`config.mk`:
```
export PLATFORM = sky130hd
export DESIGN_NAME = chained_xor_packet_cipher_unit
export DESIGN_NICKNAME = d
export VERILOG_FILES = /design/src/hw/rtl/cxpc_pkg.sv /design/src/hw/rtl/chained_xor_packet_cipher_unit.sv /design/src/hw/rtl/cxpc_front.sv /design/src/hw/rtl/cxpc_back.sv
export SDC_FILE = /design/constraint.sdc
export NUM_CORES = 1
export LEC_CHECK = 0
export BUFFER_PORTS_ARGS = -buffer_cell sky130_fd_sc_hd__buf_2
export CORE_ASPECT_RATIO = 2
export CORE_UTILIZATION = 30
export CTS_CLUSTER_DIAMETER = 40
export DETAILED_ROUTE_END_ITERATION = 7
export MAX_ROUTING_LAYER = met4
export SYNTH_ARGS = -nofsm -noshare
export SYNTH_HDL_FRONTEND = slang
export SYNTH_SLANG_ARGS = --single-unit
```
`constraint.sdc`:
```
create_clock -name clk -period 6.55 [get_ports clk]
set_input_delay 0.3275 -clock clk [delete_from_list [all_inputs] [get_ports clk]]
set_output_delay 0.3275 -clock clk [all_outputs]
set_load 0.05 [all_outputs]
```
`src/hw/rtl/cxpc_pkg.sv`:
```
// shared types and constants for the chained xor packet cipher
// no dependencies; used by every module of the block
`timescale 1ns / 1ps

package cxpc_pkg;

  // register map, word index = paddr[3:2]
  localparam int          ADDR_W        = 4;
  localparam logic [1:0]  REG_DIRECTION = 2'd0;
  localparam logic [1:0]  REG_KEY_LOW   = 2'd1;
  localparam logic [1:0]  REG_KEY_HIGH  = 2'd2;

  // input kind codes
  localparam logic KIND_BODY   = 1'b0;
  localparam logic KIND_RELOAD = 1'b1;

  // direction codes
  localparam logic DIR_ENCRYPT = 1'b0;
  localparam logic DIR_DECRYPT = 1'b1;

  // command queue between front and back
  localparam int QUEUE_DEPTH = 2;
  localparam int QPTR_W      = 1;
  localparam int QCNT_W      = 2;

  typedef struct packed {
    logic       kind;
    logic [7:0] data_byte;
    logic       last;
  } in_item_t;

  typedef struct packed {
    logic [7:0] out_byte;
    logic       out_last;
  } out_item_t;

  typedef enum logic {
    OP_BODY   = 1'b0,
    OP_RELOAD = 1'b1
  } op_t;

  typedef struct packed {
    op_t        op;
    logic [7:0] data;
    logic       last;
  } cmd_t;

  // queue head as seen by the back end
  typedef struct packed {
    logic valid;
    cmd_t cmd;
  } q_head_t;

endpackage

```
`src/hw/rtl/chained_xor_packet_cipher_unit.sv`:
```
// path: an accepted item is written to the command queue, then popped into the output register
// throughput: one item per cycle unless out_ready holds the output; chain and key update as each item is popped
// a reload item takes one queue slot, is popped without waiting on the output, and makes no output
// reset (rst, synchronous): rolling key, chain byte, position, queue and output cleared;
// config registers reset to zero
`timescale 1ns / 1ps

module chained_xor_packet_cipher_unit (
  input  logic                             clk,
  input  logic                             rst,
  // item input channel
  input  logic                             in_valid,
  output logic                             in_ready,
  input  cxpc_pkg::in_item_t               in_data,
  // result channel
  output logic                             out_valid,
  input  logic                             out_ready,
  output cxpc_pkg::out_item_t              out_data,
  // apb-style configuration port
  input  logic                             psel,
  input  logic                             penable,
  input  logic                             pwrite,
  input  logic [cxpc_pkg::ADDR_W-1:0]      paddr,
  input  logic [31:0]                      pwdata,
  output logic [31:0]                      prdata,
  output logic                             pready
);
  import cxpc_pkg::*;

  // configuration registers
  logic        direction;
  logic [31:0] initial_key_low;
  logic [31:0] key_high;
  logic        cfg_write;
  logic [1:0]  reg_index;

  // front to back queue head and pop
  q_head_t     head;
  logic        pop;

  // zero wait state port: every access cycle completes
  assign pready    = 1'b1;
  assign reg_index = paddr[3:2];
  assign cfg_write = psel && penable && pwrite && pready;

  always_ff @(posedge clk) begin
    if (rst) begin
      direction       <= DIR_ENCRYPT;
      initial_key_low <= '0;
      key_high        <= '0;
    end else if (cfg_write) begin
      case (reg_index)
        REG_DIRECTION: direction       <= pwdata[0];
        REG_KEY_LOW:   initial_key_low <= pwdata;
        REG_KEY_HIGH:  key_high        <= pwdata;
        default:       direction       <= direction; // unmapped word, write dropped
      endcase
    end
  end

  // register readback
  always_comb begin
    case (reg_index)
      REG_DIRECTION: prdata = {31'd0, direction};
      REG_KEY_LOW:   prdata = initial_key_low;
      REG_KEY_HIGH:  prdata = key_high;
      default:       prdata = 32'd0;
    endcase
  end

  // front end: takes transfers, tags body or reload, buffers up to two commands
  cxpc_front u_front (
    .clk      (clk),
    .rst      (rst),
    .in_valid (in_valid),
    .in_ready (in_ready),
    .in_data  (in_data),
    .head     (head),
    .pop      (pop)
  );

  // back end: xor with key byte and chain byte, rolls the low key at packet end
  cxpc_back u_back (
    .clk             (clk),
    .rst             (rst),
    .head            (head),
    .pop             (pop),
    .direction       (direction),
    .initial_key_low (initial_key_low),
    .key_high        (key_high),
    .out_valid       (out_valid),
    .out_ready       (out_ready),
    .out_data        (out_data)
  );

endmodule

```
`src/hw/rtl/cxpc_front.sv`:
```
// front end: accepts input transfers, classifies them and queues commands
// depends on cxpc_pkg
`timescale 1ns / 1ps

module cxpc_front (
  input  logic              clk,
  input  logic              rst,
  input  logic              in_valid,
  output logic              in_ready,
  input  cxpc_pkg::in_item_t in_data,
  output cxpc_pkg::q_head_t head,
  input  logic              pop
);
  import cxpc_pkg::*;

  cmd_t              entries [QUEUE_DEPTH];
  logic [QPTR_W-1:0] wr_ptr;
  logic [QPTR_W-1:0] rd_ptr;
  logic [QCNT_W-1:0] count;
  logic              push;
  logic              do_pop;
  cmd_t              cmd_in;

  assign in_ready = (count != QCNT_W'(QUEUE_DEPTH));
  assign push     = in_valid && in_ready;
  assign do_pop   = pop && (count != '0);

  // classify the incoming item
  always_comb begin
    cmd_in.op   = (in_data.kind == KIND_RELOAD) ? OP_RELOAD : OP_BODY;
    cmd_in.data = in_data.data_byte;
    cmd_in.last = in_data.last;
  end

  always_ff @(posedge clk) begin
    if (push) begin
      entries[wr_ptr] <= cmd_in;
    end
  end

  always_ff @(posedge clk) begin
    if (rst) begin
      wr_ptr <= '0;
      rd_ptr <= '0;
      count  <= '0;
    end else begin
      if (push) begin
        wr_ptr <= wr_ptr + 1'b1;
      end
      if (do_pop) begin
        rd_ptr <= rd_ptr + 1'b1;
      end
      case ({push, do_pop})
        2'b10:   count <= count + 1'b1;
        2'b01:   count <= count - 1'b1;
        default: count <= count;
      endcase
    end
  end

  assign head.valid = (count != '0);
  assign head.cmd   = entries[rd_ptr];

endmodule

```
`src/hw/rtl/cxpc_back.sv`:
```
// back end: rolling key state, chained xor datapath and output register
// depends on cxpc_pkg
`timescale 1ns / 1ps

module cxpc_back (
  input  logic               clk,
  input  logic               rst,
  input  cxpc_pkg::q_head_t  head,
  output logic               pop,
  input  logic               direction,
  input  logic [31:0]        initial_key_low,
  input  logic [31:0]        key_high,
  output logic               out_valid,
  input  logic               out_ready,
  output cxpc_pkg::out_item_t out_data
);
  import cxpc_pkg::*;

  logic [31:0] rolling_key_low;
  logic [31:0] rolling_key_low_next;
  logic [7:0]  chain_byte;
  logic [7:0]  chain_byte_next;
  logic [15:0] byte_position;
  logic [15:0] byte_position_next;
  logic [15:0] pos_inc;
  logic [31:0] key_word;
  logic [7:0]  key_byte;
  logic [7:0]  result;
  logic        out_free;
  logic        is_body;

  assign out_free = !out_valid || out_ready;
  assign is_body  = (head.cmd.op == OP_BODY);
  // reloads make no output and never wait on the output register
  assign pop      = head.valid && (!is_body || out_free);

  assign key_word = byte_position[2] ? key_high : rolling_key_low;
  assign key_byte = key_word[byte_position[1:0]*8 +: 8];
  assign result   = head.cmd.data ^ key_byte ^ chain_byte;
  assign pos_inc  = byte_position + 16'd1;

  always_comb begin
    rolling_key_low_next = rolling_key_low;
    chain_byte_next      = chain_byte;
    byte_position_next   = byte_position;
    if (pop) begin
      case (head.cmd.op)
        OP_RELOAD: begin
          rolling_key_low_next = initial_key_low;
          chain_byte_next      = 8'h00;
          byte_position_next   = 16'd0;
        end
        OP_BODY: begin
          if (head.cmd.last) begin
            rolling_key_low_next = rolling_key_low + {16'd0, pos_inc};
            chain_byte_next      = 8'h00;
            byte_position_next   = 16'd0;
          end else begin
            chain_byte_next    = (direction == DIR_DECRYPT) ? head.cmd.data : result;
            byte_position_next = pos_inc;
          end
        end
        default: begin
          rolling_key_low_next = rolling_key_low;
        end
      endcase
    end
  end

  always_ff @(posedge clk) begin
    if (rst) begin
      rolling_key_low <= '0;
      chain_byte      <= '0;
      byte_position   <= '0;
      out_valid       <= 1'b0;
    end else begin
      rolling_key_low <= rolling_key_low_next;
      chain_byte      <= chain_byte_next;
      byte_position   <= byte_position_next;
      if (pop && is_body) begin
        out_valid <= 1'b1;
      end else if (out_ready) begin
        out_valid <= 1'b0;
      end
    end
  end

  always_ff @(posedge clk) begin
    if (pop && is_body) begin
      out_data.out_byte <= result;
      out_data.out_last <= head.cmd.last;
    end
  end

endmodule

```
# == Word level (Yosys, flattened, before mapping) ==
# Memory sizes are Yosys's and may differ from the RTL's. A register that Yosys moved wholly into a read port is not among the register bits.
# Cells that the tools add are included.
# totals
reg_bits,135
ramBits,20
in_bits,53
out_inout_bits,44
elab_cells,63
memories,1
# mem_list
memory,depth,width,read_ports,rd_clocked_by_memory_dff,write_ports,line_no,rtl
u_front.entries,2,10,1,1,1,cxpc_front.sv:16,cmd_t entries [QUEUE_DEPTH];
# op_classes
n_addsub,6
n_eq_ne,6
shift,1
muxes,17
n_bitwise,3
reduce_logical,17
# ops
cell,n
32-bit case mux with 3 select lines,1
32-bit 2-to-1 mux,2
32-bit case mux with 2 select lines,1
32-bit by 16-bit adder with 32-bit output,1
16-bit case mux with 2 select lines,1
32-bit by 6-bit variable part select with 8-bit output,1
"16-bit by 1-bit adder with 16-bit output, second input constant",1
16-bit 2-to-1 mux,1
8-bit 2-to-1 mux,2
8-bit case mux with 2 select lines,1
8-bit bitwise XOR,2
2-bit AND reduction,4
1-bit 2-to-1 mux,7
1-bit logical AND,6
2-bit nonzero test,3
"2-bit by 1-bit == test with 1-bit output, second input constant",2
"2-bit == test, second input constant",2
2-bit case mux with 2 select lines,1
"1-bit adder, second input constant",2
"2-bit by 1-bit adder with 2-bit output, second input constant",1
2-bit logical NOT,1
1-bit logical OR,2
"2-bit by 1-bit != test with 1-bit output, second input constant",1
"2-bit != test, second input constant",1
other kinds (3),3

# == Logic depth before layout (Yosys ltp) ==
# logic_depth
depth_word,7
depth_mapped,16
ltp_nobuf,14

# == Hierarchy ==
# From an unflattened synthesis, not the netlist that was laid out.
# hier_totals
hier_cells,902
hier_area_um2,8762.2
# by_module_without_submodules
module,n_inst,cells_each,area_each_um2,seq_area_each_um2
cxpc_back,1,552,4753.3,1411.4
chained_xor_packet_cipher_unit,1,295,3067.9,1301.2
cxpc_front,1,55,940.9,700.7

# == Least setup slack after synthesis ==
# OpenSTA, ideal clock, no wires.
# synth_timing
path_type,reg2reg
start,reg u_back.byte_position[0]
end,reg u_back.rolling_key_low[28]
setup_ps,74
arrival_ps,3257
required_time_ps,6476
setup_slack_ps,3218
path_stages_with_launch,15
n_path_buf,1
period_less_slack_ps,3332
path_cell_list,dfxtp_1 -> buf_2 -> and3_1 -> nand3_1 -> nor3_2 -> nand3_1 -> xnor2_1 -> ha_1 -> nand4_1 -> nor4_1 -> a21oi_1 -> nand4_1 -> nand4_1 -> or4_1 -> a31oi_1
# synth_via
elab_chain_len,4
# synth_lines
element,line_no,rtl
"start, declared",cxpc_back.sv:23,logic [15:0] byte_position;
"start signal, assigned",cxpc_back.sv:79,byte_position <= byte_position_next;
16-bit by 1-bit adder with 16-bit output,cxpc_back.sv:40,assign pos_inc = byte_position + 16'd1;
32-bit by 16-bit adder with 32-bit output,cxpc_back.sv:55,"rolling_key_low_next = rolling_key_low + {16'd0, pos_inc};"
32-bit 2-to-1 mux,cxpc_back.sv:54,if (head.cmd.last) begin
32-bit case mux with 2 select lines,cxpc_back.sv:47,case (head.cmd.op)
"end signal, assigned",cxpc_back.sv:77,rolling_key_low <= rolling_key_low_next;
"end, declared",cxpc_back.sv:19,logic [31:0] rolling_key_low;
# Every way passes these cells. The select of a mux whose other input is x is not followed.
# A chain may end at the register's enable or synchronous reset.

# == Final worst setup path ==
# layout_timing
start,reg u_back.byte_position[1]
end,reg u_back.rolling_key_low[24]
# The elaborated chain is that of the path after synthesis.

==> results list <==
- The flow ran to the end, and the final reports show no timing, DRC or antenna violations.
- The floorplan step defined a core boundary enclosing 27500 µm².
- Setup TNS: 0 ns
- Hold timing on the final database bottoms out at a slack of 0.0775 ns.
* Leakage power of the design: 0.00357 µW
- Number of setup buffers added after CTS: 0
- Timing analysis after detailed placement gives a worst setup slack of 2.14 ns.
- Final Net Count: about 1100
- Post-synthesis sequential element count: about 160
- Worst IR drop on VDD: 0.000166 V
- PnR worst setup slack: 2.12 ns
* FMAX: 226 MHz
* Starting density of the core: 30.5%
* Width of the die: about 120 µm
- Top-level I/O count: between 90 and 100
* Clock latency on the worst-skew pair: 0.44 ns
* Final global-route overflow total: 0
* Maximum fanout along the worst path: 12
- The finished layout holds 1411 standard cells, fillers aside.
* Clock tree from TritonCTS: yes
- Sequential elements use 40.6% of the synthesized area.
* Number of diodes: 0
- The count of nets left with antenna violations once routing finished came out at 0.
* Number of max-capacitance violations reported: 0
- Worst Hold Path Cells: 1
- In this run the tool buffered the top-level ports with 93 buffer cells.
* Die Y: 239 µm
- Type of the worst setup path: flop to flop
- Yosys printed 0 warnings.
- Routability congestion estimate from global placement: 0.945
- Synthesized netlist net count: 1060
* First drt pass iteration count: 5
* Worst-case headroom to the max-slew limit: a little under two fifths
- # placed instances: 1379
- In the routed design, unresolved DRC markers number 0.
- After clock tree synthesis, the flow added hold-fix buffers numbering 0.
- Average cell area after synthesis: 8.53 µm²
* Hold Path Origin: in_data[7]
- Num CTS Buffers: 17
* Synthesis-to-layout area growth: 16.0%
* Async set-or-reset flop fraction in the synthesized netlist: 0%
* Maximum clock insertion buffer count: 2
- End point of the most critical hold path: u_front.entries[1][7]
- Dividing the detail-routed via count by the number of cells gives approximately 5.4.
- Fill cells in the final layout number 2949.
* CTS-repair resized insts: 0
* Power per cell area: 335 nW/µm²
* Final setup fails: 0
- After clock tree synthesis, the clock-pin slew on the worst setup and hold paths is roughly 0.070 ns.
- The tree built by TritonCTS fans out to 156 sinks.
- Post-Synthesis Cell Area: 8410 µm²
- The detailed router finished its first iteration with 510 violations.
- Detailed-placement wirelength estimate: 19300 µm
- Critical Path RT: 6.92 ns
- The tree is rooted in a sky130_fd_sc_hd__clkbuf_16.
* Final critical-path share of the clock period: 67.6%
* Total wire length after detailed routing: 26500 µm
- Nature of the critical path startpoint: flop
- In this run the core area contains 86 standard-cell rows.
* Global-route usage over all layers: between 10% and 20%
* Worst reg-to-reg path cell count: 14
* Routed wire length per instance: between 15 and 20 µm
- In this run the register-to-register setup slack is about 2.1 ns.
- The number of max-slew violations in the final report is 0.
- Total via count after detailed routing: 7645
- Hold WC Path Type: primary input to flop
* Least-Margin Pin Slew: approximately 0.94 ns
* Setup repair after global routing missed its margin: false
- Crit path DAT: 4.80 ns
- The worst setup path is captured at a flop.
- Antenna violations before repair: 0
* Post-layout total power: 3270 µW
* Worst clock skew: 0.00808 ns
- Capture point of the worst reg-to-reg path: u_back.rolling_key_low[24]
- In the synthesized netlist the dominant register cell turns out to be sky130_fd_sc_hd__dfxtp_1.
- Library cells used by synthesis: 64
* Largest net degree at the start of global routing: about 80
* First-pass GRT wire length: 41300 µm
* Share of post-route cells with drive strength above 1: between 10% and 20%
- The number of global-route vias before repair was about 7500.
* Final hold vios: 0
- Final critical path time including I/O delays and setup: 4.43 ns
* Number of flops mapped to enable cells by yosys: 29
- CTS built an H-tree with a depth of 4.
* Startpoint of the worst register-to-register path: u_back.byte_position[1]
- Synthesis handed over a netlist of ~990 instances.
- Full die area: between 20000 and 30000 µm²
-- cells by family (layout without fill, tap and decap cells) --
family	after synthesis	after routing	share of synthesized area [%]
DFF	156	156	40.6
muxes	39	39	7.11
buffers and inverters	76	149	3.64
xor gates and xnor gates	45	45	4.68
and+or+nand+nor	368	368	19.5
AOI/OAI and AO/OA	280	280	21.3
other	1	1	0.0446
adders and majority gates	21	21	3.21
-- metrics by stage --
step | instance area (µm²) | util [%]
after floorplan | 8410 | -
after global placement | 9180 | 33.3
after detailed placement | 9180 | 33.3
after CTS | 9760 | 35.4
after global routing | 9760 | 35.4
final | 9760 | 35.4
-- cells in the final DEF (no fill, tap or decap), types with 4 or more instances in the layout --
master and n:
sky130_fd_sc_hd__a31o_1 8, sky130_fd_sc_hd__nand3_1 19, sky130_fd_sc_hd__or3_1 11, sky130_fd_sc_hd__or4_1 5, sky130_fd_sc_hd__o21ai_0 12, sky130_fd_sc_hd__buf_4 14
sky130_fd_sc_hd__o21ai_1 25, sky130_fd_sc_hd__a22oi_1 9, sky130_fd_sc_hd__a31oi_1 11, sky130_fd_sc_hd__a21oi_1 118, sky130_fd_sc_hd__clkinv_2 4, sky130_fd_sc_hd__clkbuf_16 17
sky130_fd_sc_hd__a311oi_1 6, sky130_fd_sc_hd__inv_6 4, sky130_fd_sc_hd__nand2_1 190, sky130_fd_sc_hd__o211ai_1 8, sky130_fd_sc_hd__nand2b_1 5, sky130_fd_sc_hd__nor3_1 10
sky130_fd_sc_hd__a22o_1 32, sky130_fd_sc_hd__buf_2 92, sky130_fd_sc_hd__o22ai_1 5, sky130_fd_sc_hd__dfxtp_1 127, sky130_fd_sc_hd__nor2b_1 4, sky130_fd_sc_hd__xnor2_1 30
sky130_fd_sc_hd__inv_1 10, sky130_fd_sc_hd__a21o_1 8, sky130_fd_sc_hd__mux2i_1 19, sky130_fd_sc_hd__edfxtp_1 29, sky130_fd_sc_hd__o21a_1 5, sky130_fd_sc_hd__mux4_2 16
sky130_fd_sc_hd__xor2_1 15, sky130_fd_sc_hd__a211oi_1 10, sky130_fd_sc_hd__nor2_1 73, sky130_fd_sc_hd__a221oi_1 4, sky130_fd_sc_hd__nand4_1 18, sky130_fd_sc_hd__and3_1 18
sky130_fd_sc_hd__ha_1 20
-- synthesized netlist by cell type (5+ instances only) --
cell type,number,share of area [%]
sky130_fd_sc_hd__nor3_1,10,0.59
sky130_fd_sc_hd__a21o_1,8,0.71
sky130_fd_sc_hd__edfxtp_1,29,10
sky130_fd_sc_hd__or3_1,11,0.82
sky130_fd_sc_hd__or4_1,5,0.45
sky130_fd_sc_hd__nand2b_1,5,0.37
sky130_fd_sc_hd__ha_1,20,3.0
sky130_fd_sc_hd__a31oi_1,11,0.82
sky130_fd_sc_hd__inv_1,10,0.45
sky130_fd_sc_hd__nand2_1,190,8.5
sky130_fd_sc_hd__a22oi_1,9,0.80
sky130_fd_sc_hd__clkbuf_1,47,2.1
sky130_fd_sc_hd__a31o_1,8,0.83
sky130_fd_sc_hd__buf_1,5,0.22
sky130_fd_sc_hd__nand3_1,19,1.1
sky130_fd_sc_hd__a22o_1,32,3.3
sky130_fd_sc_hd__o21ai_1,26,1.5
sky130_fd_sc_hd__o21a_1,5,0.45
sky130_fd_sc_hd__a211oi_1,10,0.89
sky130_fd_sc_hd__xnor2_1,30,3.1
sky130_fd_sc_hd__a21oi_1,118,7.0
sky130_fd_sc_hd__a311oi_1,6,0.62
sky130_fd_sc_hd__o211ai_1,8,0.71
sky130_fd_sc_hd__nand4_1,18,1.3
sky130_fd_sc_hd__and3_1,18,1.3
sky130_fd_sc_hd__nor2b_1,6,0.45
sky130_fd_sc_hd__o21ai_0,12,0.71
sky130_fd_sc_hd__xor2_1,15,1.6
sky130_fd_sc_hd__mux4_2,16,4.3
sky130_fd_sc_hd__buf_2,11,0.65
sky130_fd_sc_hd__mux2i_1,19,2.3
sky130_fd_sc_hd__nor2_1,73,3.3
sky130_fd_sc_hd__o22ai_1,5,0.37
sky130_fd_sc_hd__dfxtp_1,127,30
-- critical path, cell delays in order (launching register included) --
cell and delay (ns):
sky130_fd_sc_hd__dfxtp_1 0.78, sky130_fd_sc_hd__ha_1 0.34, sky130_fd_sc_hd__and3_1 0.28, sky130_fd_sc_hd__nand4_1 0.19, sky130_fd_sc_hd__nor2_1 0.24, sky130_fd_sc_hd__nand2_1 0.10
sky130_fd_sc_hd__xnor2_1 0.16, sky130_fd_sc_hd__ha_1 0.43, sky130_fd_sc_hd__nand4_1 0.28, sky130_fd_sc_hd__nor4_1 0.36, sky130_fd_sc_hd__a21oi_1 0.07, sky130_fd_sc_hd__nand4_1 0.27
sky130_fd_sc_hd__nand4_1 0.23, sky130_fd_sc_hd__or4_1 0.45, sky130_fd_sc_hd__a31oi_1 0.18
-- routing by layer --
layer / track usage (%) / share of wire, % / up-vias
li1: - / - / 3696
met1: 19.9 / 38 / 3647
met2: 34.4 / 53 / 239
met3: 2.89 / 3.7 / 63
met4: 11.6 / 5.1 / 0
met5: - / 0 / -
-- power breakdown --
group / internal [µW] / switching, µW / total [µW]
sequential: 1110 / 106 / 1220
combinational: 345 / 699 / 1040
clock: 570 / 437 / 1010
total: 2030 / 1240 / 3270
-- flip-flops by register name (all words and copies together), names as in the netlist, named ones only --
name	count
initial_key_low	32
key_high	32
u_back.rolling_key_low	32
u_front.entries	20
u_back.byte_position	16
u_back.out_data	9
u_back.chain_byte	8
u_front.count	2
direction	1
u_back.out_valid	1
u_front.rd_ptr	1
u_front.wr_ptr	1
-- final cells by class --
cell class,count,area [µm²],area share [%]
multi-input combinational,754,4720,48.3
timing repair buffer,106,566,5.79
clock inverter,14,156,1.60
clock buffer,18,429,4.40
inverter,11,41.3,0.423
tap,352,440,4.51
sequential,156,3410,35.0
-- worst max path at each step --
stage	from	end	slack [ns]	depth (start not counted)
floorplan	u_back.byte_position[0]	u_back.rolling_key_low[28]	3.22	14
global placement	u_back.byte_position[1]	u_back.rolling_key_low[24]	2.22	14
detailed placement	u_back.byte_position[1]	u_back.rolling_key_low[24]	2.14	14
CTS	u_back.byte_position[1]	u_back.rolling_key_low[24]	2.12	14
global route	u_back.byte_position[1]	u_back.rolling_key_low[24]	1.88	14
finish	u_back.byte_position[1]	u_back.rolling_key_low[24]	2.12	14
Note: power is estimated with default switching activity, not from simulation.
